File: config.mk
export PLATFORM = sky130hd
export DESIGN_NAME = delayed_message_queue
export DESIGN_NICKNAME = d
export VERILOG_FILES = /design/src/sv/dmq_pkg.sv /design/src/sv/delayed_message_queue.sv /design/src/sv/dmq_cell.sv /design/src/sv/dmq_dispatch.sv
export SDC_FILE = /design/constraint.sdc
export NUM_CORES = 2
export LEC_CHECK = 0
export BUFFER_PORTS_ARGS = -buffer_cell sky130_fd_sc_hd__buf_2
export CORE_MARGIN = 3
export CORE_UTILIZATION = 38
export DETAILED_ROUTE_END_ITERATION = 8
export GPL_TIMING_DRIVEN = 0
export PLACE_DENSITY = 0.49
export RECOVER_POWER = 25
export SETUP_SLACK_MARGIN = 0.15
export SYNTH_ARGS = -nofsm -noshare
export SYNTH_HDL_FRONTEND = slang
export SYNTH_SLANG_ARGS = --single-unit
File: constraint.sdc
create_clock -name clk -period 41.2 [get_ports clk]
set_input_delay 4.12 -clock clk [delete_from_list [all_inputs] [get_ports clk]]
set_output_delay 4.12 -clock clk [all_outputs]
set_load 0.01 [all_outputs]
File: src/sv/dmq_pkg.sv
package dmq_pkg;

  // input item kinds
  typedef enum logic [1:0] {
    KIND_SEND    = 2'd0,
    KIND_DELAYED = 2'd1,
    KIND_PROCESS = 2'd2,
    KIND_CLEAR   = 2'd3
  } kind_t;

  // configuration register indexes
  localparam logic [1:0] REG_QUEUE_LIMIT   = 2'd0;
  localparam logic [1:0] REG_SET_TRIGGER   = 2'd1;
  localparam logic [1:0] REG_CLEAR_TRIGGER = 2'd2;

  localparam logic [4:0] QUEUE_LIMIT_RST   = 5'd16;
  localparam logic [7:0] SET_TRIGGER_RST   = 8'd1;
  localparam logic [7:0] CLEAR_TRIGGER_RST = 8'd2;

  // control state
  typedef enum logic [1:0] {
    ST_IDLE,
    ST_SCAN,
    ST_FLUSH
  } state_t;

  // one queued message
  typedef struct packed {
    logic [31:0] due;
    logic [31:0] second_param;
    logic [31:0] first_param;
    logic [7:0]  target_id;
    logic        has_target;
    logic [7:0]  sender_id;
    logic [7:0]  message_code;
  } entry_t;

  // one delivered message, packed in the order of the output tdata
  typedef struct packed {
    logic [31:0] due_frame;
    logic [31:0] second_param;
    logic [31:0] first_param;
    logic [7:0]  target_id;
    logic [7:0]  sender_id;
    logic [7:0]  message_code;
  } result_t;

  // trigger codes in force
  typedef struct packed {
    logic [7:0] set_code;
    logic [7:0] clear_code;
  } trig_cfg_t;

endpackage

File: src/sv/delayed_message_queue.sv
// Frame-scheduled message dispatcher with a pending queue held in a chain of
// QUEUE_DEPTH cells. A send or clear item is handled as it is accepted; a send
// that is due at once puts its result, if it yields one, in the output
// register. A process item is accepted, then the queue rotates through the
// cell chain entry by entry, the head cell feeding the dispatch logic while
// kept entries re-enter at the end of the shrinking window so the remaining
// order is kept; the scan is then left and the held result flushed. Each
// step and the final result wait while the output register is full and not
// taken; the results of one process item come out in queue order with tlast
// on the final one.
module delayed_message_queue #(
  parameter int QUEUE_DEPTH   = 16,
  parameter int TRIGGER_BYTES = 32
) (
  input  logic         clk,
  input  logic         rst_n,
  // configuration
  input  logic         cfg_we,
  input  logic [1:0]   cfg_addr,
  input  logic [7:0]   cfg_wdata,
  // input items
  input  logic         in_tvalid,
  output logic         in_tready,
  // tdata: frame_now[31:0], message_code[39:32], sender_id[47:40],
  // has_target[48], target_id[56:49], first_param[88:57],
  // second_param[120:89], delay_frames[152:121], zero fill
  input  logic [159:0] in_tdata,
  // tuser: kind[1:0]
  input  logic [1:0]   in_tuser,
  // results
  output logic         out_tvalid,
  input  logic         out_tready,
  // tdata: out_message_code[7:0], out_sender_id[15:8], out_target_id[23:16],
  // out_first_param[55:24], out_second_param[87:56], out_due_frame[119:88]
  output logic [119:0] out_tdata,
  output logic         out_tlast
);
  import dmq_pkg::*;

  localparam int IDX_W = (QUEUE_DEPTH > 1) ? $clog2(QUEUE_DEPTH) : 1;
  localparam int CNT_W = $clog2(QUEUE_DEPTH + 1);

  // configuration registers
  logic [4:0] queue_limit_r;
  trig_cfg_t  trig_cfg_r;

  always_ff @(posedge clk) begin
    if (!rst_n) begin
      queue_limit_r         <= QUEUE_LIMIT_RST;
      trig_cfg_r.set_code   <= SET_TRIGGER_RST;
      trig_cfg_r.clear_code <= CLEAR_TRIGGER_RST;
    end else if (cfg_we) begin
      unique case (cfg_addr)
        REG_QUEUE_LIMIT:   queue_limit_r         <= cfg_wdata[4:0];
        REG_SET_TRIGGER:   trig_cfg_r.set_code   <= cfg_wdata;
        REG_CLEAR_TRIGGER: trig_cfg_r.clear_code <= cfg_wdata;
        default: ;
      endcase
    end
  end

  // input unpacking
  kind_t       kind;
  logic [31:0] now;
  logic [31:0] delay;
  entry_t      in_ent;
  logic [32:0] sum;
  logic [31:0] in_due;

  assign kind  = kind_t'(in_tuser);
  assign now   = in_tdata[31:0];
  assign delay = in_tdata[152:121];

  // due frame with saturation; a targeted send or a negative delay is due now
  always_comb begin
    sum    = {1'b0, now} + ((kind == KIND_SEND) ? 33'd1 : {1'b0, delay});
    in_due = sum[32] ? 32'hFFFF_FFFF : sum[31:0];
    if ((kind == KIND_SEND && in_tdata[48]) || (kind != KIND_SEND && delay[31])) begin
      in_due = now;
    end
  end

  always_comb begin
    in_ent.message_code = in_tdata[39:32];
    in_ent.sender_id    = in_tdata[47:40];
    in_ent.has_target   = in_tdata[48];
    in_ent.target_id    = in_tdata[56:49];
    in_ent.first_param  = in_tdata[88:57];
    in_ent.second_param = in_tdata[120:89];
    in_ent.due          = in_due;
  end

  // control registers
  state_t           state_r, state_nxt;
  logic [CNT_W-1:0] count_r, count_nxt;
  logic [CNT_W-1:0] steps_r, steps_nxt;
  logic [31:0]      now_r, now_nxt;
  logic             hold_v_r, hold_v_nxt;
  result_t          hold_r, hold_nxt;
  logic             out_valid_r, out_valid_nxt;
  logic             out_last_r, out_last_nxt;
  result_t          out_r, out_nxt;

  // cell chain
  entry_t           cell_ent [QUEUE_DEPTH];
  entry_t           head;
  logic             step;
  logic             keep;
  logic             append;
  logic [IDX_W-1:0] win_last;
  logic [IDX_W-1:0] app_idx;

  assign head     = cell_ent[0];
  assign win_last = IDX_W'(count_r - CNT_W'(1));
  assign app_idx  = IDX_W'(count_r);

  for (genvar i = 0; i < QUEUE_DEPTH; i++) begin : g_cell
    dmq_cell #(
      .IDX_W (IDX_W),
      .INDEX (i)
    ) u_cell (
      .clk         (clk),
      .step        (step),
      .keep        (keep),
      .win_last    (win_last),
      .append      (append),
      .app_idx     (app_idx),
      .new_entry   (in_ent),
      .head_entry  (head),
      .right_entry ((i == QUEUE_DEPTH - 1) ? head : cell_ent[(i + 1) % QUEUE_DEPTH]),
      .ent         (cell_ent[i])
    );
  end

  // dispatch, fed by the incoming item when idle and by the head cell when scanning
  logic    fire;
  logic    emit;
  result_t res;
  entry_t  disp_ent;

  assign disp_ent = (state_r == ST_SCAN) ? head : in_ent;

  dmq_dispatch #(
    .TRIG_BITS (TRIGGER_BYTES * 8)
  ) u_dispatch (
    .clk   (clk),
    .rst_n (rst_n),
    .fire  (fire),
    .cfg   (trig_cfg_r),
    .ent   (disp_ent),
    .emit  (emit),
    .res   (res)
  );

  logic out_free;
  logic accept;
  logic head_due;
  logic room;

  assign out_free  = !out_valid_r || out_tready;
  assign in_tready = (state_r == ST_IDLE) && out_free;
  assign accept    = in_tvalid && in_tready;
  assign head_due  = (head.due <= now_r);
  assign room      = (32'(count_r) < 32'(queue_limit_r)) && (32'(count_r) < QUEUE_DEPTH);

  // next state and datapath control
  always_comb begin
    state_nxt     = state_r;
    count_nxt     = count_r;
    steps_nxt     = steps_r;
    now_nxt       = now_r;
    hold_v_nxt    = hold_v_r;
    hold_nxt      = hold_r;
    out_valid_nxt = out_valid_r && !out_tready;
    out_last_nxt  = out_last_r;
    out_nxt       = out_r;
    fire          = 1'b0;
    step          = 1'b0;
    keep          = 1'b0;
    append        = 1'b0;
    unique case (state_r)
      ST_IDLE: begin
        if (accept) begin
          unique case (kind)
            KIND_SEND, KIND_DELAYED: begin
              if (in_due <= now) begin
                fire = 1'b1;
                if (emit) begin
                  out_valid_nxt = 1'b1;
                  out_last_nxt  = 1'b1;
                  out_nxt       = res;
                end
              end else if (room) begin
                append    = 1'b1;
                count_nxt = count_r + CNT_W'(1);
              end
            end
            KIND_PROCESS: begin
              now_nxt   = now;
              steps_nxt = count_r;
              state_nxt = ST_SCAN;
            end
            KIND_CLEAR: begin
              count_nxt = '0;
            end
            default: ;
          endcase
        end
      end
      ST_SCAN: begin
        if (steps_r == '0) begin
          state_nxt = ST_FLUSH;
        end else if (out_free) begin
          step      = 1'b1;
          steps_nxt = steps_r - CNT_W'(1);
          keep      = !head_due;
          if (head_due) begin
            fire      = 1'b1;
            count_nxt = count_r - CNT_W'(1);
            if (emit) begin
              // previous result goes out, this one waits to learn if it is last
              if (hold_v_r) begin
                out_valid_nxt = 1'b1;
                out_last_nxt  = 1'b0;
                out_nxt       = hold_r;
              end
              hold_v_nxt = 1'b1;
              hold_nxt   = res;
            end
          end
        end
      end
      ST_FLUSH: begin
        if (!hold_v_r) begin
          state_nxt = ST_IDLE;
        end else if (out_free) begin
          out_valid_nxt = 1'b1;
          out_last_nxt  = 1'b1;
          out_nxt       = hold_r;
          hold_v_nxt    = 1'b0;
          state_nxt     = ST_IDLE;
        end
      end
      default: state_nxt = ST_IDLE;
    endcase
  end

  always_ff @(posedge clk) begin
    if (!rst_n) begin
      state_r     <= ST_IDLE;
      count_r     <= '0;
      steps_r     <= '0;
      hold_v_r    <= 1'b0;
      out_valid_r <= 1'b0;
    end else begin
      state_r     <= state_nxt;
      count_r     <= count_nxt;
      steps_r     <= steps_nxt;
      hold_v_r    <= hold_v_nxt;
      out_valid_r <= out_valid_nxt;
    end
  end

  // payload registers
  always_ff @(posedge clk) begin
    now_r      <= now_nxt;
    hold_r     <= hold_nxt;
    out_r      <= out_nxt;
    out_last_r <= out_last_nxt;
  end

  assign out_tvalid = out_valid_r;
  assign out_tdata  = out_r;
  assign out_tlast  = out_last_r;

endmodule

File: src/sv/dmq_cell.sv
module dmq_cell #(
  parameter int IDX_W = 4,
  parameter int INDEX = 0
) (
  input  logic            clk,
  input  logic            step,
  input  logic            keep,
  input  logic [IDX_W-1:0] win_last,
  input  logic            append,
  input  logic [IDX_W-1:0] app_idx,
  input  dmq_pkg::entry_t new_entry,
  input  dmq_pkg::entry_t head_entry,
  input  dmq_pkg::entry_t right_entry,
  output dmq_pkg::entry_t ent
);
  import dmq_pkg::*;

  localparam logic [IDX_W-1:0] MY_IDX = IDX_W'(INDEX);

  entry_t ent_r;

  // append a new entry, or rotate the scan window one place toward the head
  always_ff @(posedge clk) begin
    if (append && app_idx == MY_IDX) begin
      ent_r <= new_entry;
    end else if (step) begin
      if (keep && win_last == MY_IDX) begin
        ent_r <= head_entry;
      end else begin
        ent_r <= right_entry;
      end
    end
  end

  assign ent = ent_r;

endmodule

File: src/sv/dmq_dispatch.sv
module dmq_dispatch #(
  parameter int TRIG_BITS = 256
) (
  input  logic               clk,
  input  logic               rst_n,
  input  logic               fire,
  input  dmq_pkg::trig_cfg_t cfg,
  input  dmq_pkg::entry_t    ent,
  output logic               emit,
  output dmq_pkg::result_t   res
);
  import dmq_pkg::*;

  localparam int TB_W = (TRIG_BITS > 1) ? $clog2(TRIG_BITS) : 1;

  logic [TRIG_BITS-1:0] trig_r;
  logic [TRIG_BITS-1:0] trig_nxt;
  logic                 is_set;
  logic                 is_clr;
  logic                 idx_ok;
  logic [TB_W-1:0]      idx;

  // trigger code decode, set wins over clear
  assign is_set = (ent.message_code == cfg.set_code);
  assign is_clr = (ent.message_code == cfg.clear_code);
  assign idx_ok = !ent.first_param[31] && (ent.first_param < 32'(TRIG_BITS));
  assign idx    = ent.first_param[TB_W-1:0];

  // bitmap update
  always_comb begin
    trig_nxt = trig_r;
    if (fire && idx_ok) begin
      if (is_set) begin
        trig_nxt[idx] = 1'b1;
      end else if (is_clr) begin
        trig_nxt[idx] = 1'b0;
      end
    end
  end

  always_ff @(posedge clk) begin
    if (!rst_n) begin
      trig_r <= '0;
    end else begin
      trig_r <= trig_nxt;
    end
  end

  // plain message with a target becomes a result
  assign emit = !is_set && !is_clr && ent.has_target;

  always_comb begin
    res.message_code = ent.message_code;
    res.sender_id    = ent.sender_id;
    res.target_id    = ent.target_id;
    res.first_param  = ent.first_param;
    res.second_param = ent.second_param;
    res.due_frame    = ent.due;
  end

endmodule
==> reports/metrics.cfg <==
[final_layout]
layoutNonFillerInstCount=14417
register_area_mm2=0.0670
final_area_mm2=0.130
layout_common_cells=2,209 x edfxtp_1, 1,612 x mux2i_1, 1,607 x nor2_1, 1,596 x a21oi_1, 924 x clkbuf_1
fill_cells=27953
layout.nets=10539
area_delta_synth_final_pct=13.4
multiInputGateArea_mm2=0.0428
drive_above_1_share=0.110
final_common_cell=edfxtp_1

[power]
peakVddDrop_v=0.0000280
p_per_area_mw_per_mm2=40.7
switching_share=0.251
power_leakage_nw=50.1
p_sw_mw=1.32
p_seq_frac=0.492
finalPower_mw=5.28
combinationalPowerShare=0.076
p_int_mw=3.95
clkPwrFrac=0.432

[sta]
finClkSkew_ps=48.4
finalSetupTns_ps=0
final_hold_viol_count=0
fin_crit_ps=17090
setup_ws_ps=24110
post-route-period-util=0.415
rsz0062_at_grt=no
slew_headroom=-1.04
fmax_mhz=58.5
setup_viol=0
slew_violations=289
worstMarginPinSlew_ps=3050

[clocking]
clockRootBuffer=clkbuf_16
htreeDepth=5
cts_tree=done
insertion_delay_ps=900
clockBufferDepth=4
cts_buffers=271
cts_hold_buf=0
clock-sinks=2244
postCtsSetupRepairBufs=0
clk_pin_slew_ps=60
ctsResizeCount=0

[floorplan]
die_h_um=554
initial_core_util=0.383
die_area_mm2=0.307
fp.coreArea_mm2=0.298
fp.dieW_um=554
io_pins=300
num_rows=200

[synth]
async_flop_share=0
synth_area_mm2=0.114
synth-edff-count=2209
synthFlopType=edfxtp_1
postSynthCellCount=9694
syn-mean-instance-area_um2=11.8
synthDistinctLibCells=70
yosysWarnings=0
yosysSeqAreaShare=0.587
ys_ff_latch=2244
synthesis.nets=9983

[worst_setup_path]
cp_slowest_cell=clkbuf_1
path_class=in -> reg
cp.required_ps=41770
crit_path_start_kind=input pin
crit_fanout=35
crit_arrival_ps=17660
end_kind=flip-flop
crit_path_frequent_cell=clkbuf_1
cpPeakStageDelay_ps=1450

[routing]
drt-total-wl_mm=409
firstDrtPassIters=6
first_iter_violations=8320
wl_per_cell_um=28.4
route.vias.total=80665
viasPerCell=5.60
detail-route-antenna-nets=0
remaining_drc_errors=0

[grt]
track_usage=0.258
grt_overflow=0
grt_max_degree=53
grt_pass1_wl_mm=583
grt_pass1_vias=79790
antenna_found_initial=59

[place]
dpl_worst_slack_ps=25920
placed_cells=13916
dpl.hpwl_mm=301
postPlaceCellArea_mm2=0.122
gp_congestion=0.879
portBuffers=202

[run_status]
outcome=finished, violations left
violations=capacitance limit, slew limit

[flow_run]
maxCapViolCount=16

[min_path]
min_path_type=reg -> reg

## kinds of logic (layout without fill, tap and decap cells)
logic type,count (synthesis),count (layout),share of synthesized area
flip-flops,2244,2244,0.587
multiplexers,2173,2173,0.197
AND/OR/NAND/NOR,2033,2033,0.0704
AO/OA/AOI/OAI,1984,1984,0.0915
buffers and inverters,1103,1854,0.0392
adder cells (fa/ha/maj),112,112,0.0123
XOR/XNOR,45,45,0.00345
other,0,33,0
## stage by stage
stage | utilization | hold WS, ps
6_report | 0.435 | 490
3_5_place_dp | 0.410 | 476
2_1_floorplan | - | 454
3_3_place_gp | 0.403 | 463
5_1_grt | 0.435 | 516
4_1_cts | 0.437 | 487
## area by class of cell
type,count,area share
Tap cell,3939,0.0380
Clock inverter,125,0.00712
Antenna cell,33,0.000637
Buffer,1002,0.0314
Timing Repair Buffer,283,0.0167
Sequential cell,2244,0.517
Inverter,101,0.00293
Multi-Input combinational cell,6347,0.331
Clock buffer,343,0.0552
## sequential cells by signal, indices dropped and copies added, names as in the netlist
signal	count
trig_cfg_r	16
g_cell.u_cell.ent	1936
out_tvalid	1
hold_r	120
hold_v_r	1
now_r	32
queue_limit_r	5
state_r	2
count_r	5
out_tdata	120
steps_r	5
out_tlast	1
## cell usage after synthesis, drive strengths merged (7+ instances only)
cell type  number  share of area
ha            111          0.012
xnor2          25         0.0019
nand3          34         0.0018
nor3           12        0.00053
a21oi        1596          0.070
nor2         1608          0.053
a31oi           8        0.00044
a22oi          13        0.00085
nand2b          8        0.00044
edfxtp       2209           0.58
nand2         261         0.0086
o211ai          7        0.00046
mux2i        1613           0.14
a211oi         13        0.00094
and2           38         0.0021
xor2           20         0.0015
o22a           16         0.0012
o31ai          11        0.00072
and3            9        0.00049
mux2          560          0.055
buf           269          0.011
dfxtp          35         0.0061
o21ai         224         0.0098
o21a           11        0.00072
clkbuf        733          0.025
o2111ai        11         0.0011
a21o           32         0.0021
o22ai          12        0.00071
inv            99         0.0033
nor2b          11        0.00060
or2             8        0.00046
nand4          18        0.00099
## worst paths after layout
kind	startpoint	endpoint	slack [ps]	cells past startpoint
hold / removal	steps_r[4]	steps_r[4]	490	2
setup / recovery	in_tuser[1]	g_cell[1].u_cell.ent[66]	24110	30
hold reg to reg	steps_r[4]	steps_r[4]	490	2
setup reg to reg	state_r[1]	out_tdata[62]	30130	13
## per-layer routing
metal / share of wire / up-vias / GRT usage / wire length [µm]
met3: 0.071 / 569 / 0.0405 / 29100
met2: 0.45 / 2965 / 0.401 / 185000
met5: 0.00018 / - / 0 / 72
met1: 0.45 / 40574 / 0.368 / 182000
met4: 0.032 / 12 / 0.0827 / 13200
li1: - / 36545 / - / -
## power by group through the flow
stage / combinational, mW / sequential, mW / clock (mW)
5_1_grt: 0.435 / 2.60 / 2.41
3_5_place_dp: 0.413 / 2.65 / 0
4_1_cts: 0.415 / 2.60 / 2.32
6_report: 0.401 / 2.60 / 2.28
3_3_place_gp: 0.395 / 2.66 / 0
2_1_floorplan: 0.236 / 2.64 / 0
## worst max-delay path: cells and delay by family
kind	cells	cell delay, ps
buf+inv	13	7230
fa+ha+maj	2	610
compound gates	7	2540
simple gates	8	2920
Power figures use the tool's default switching activity.
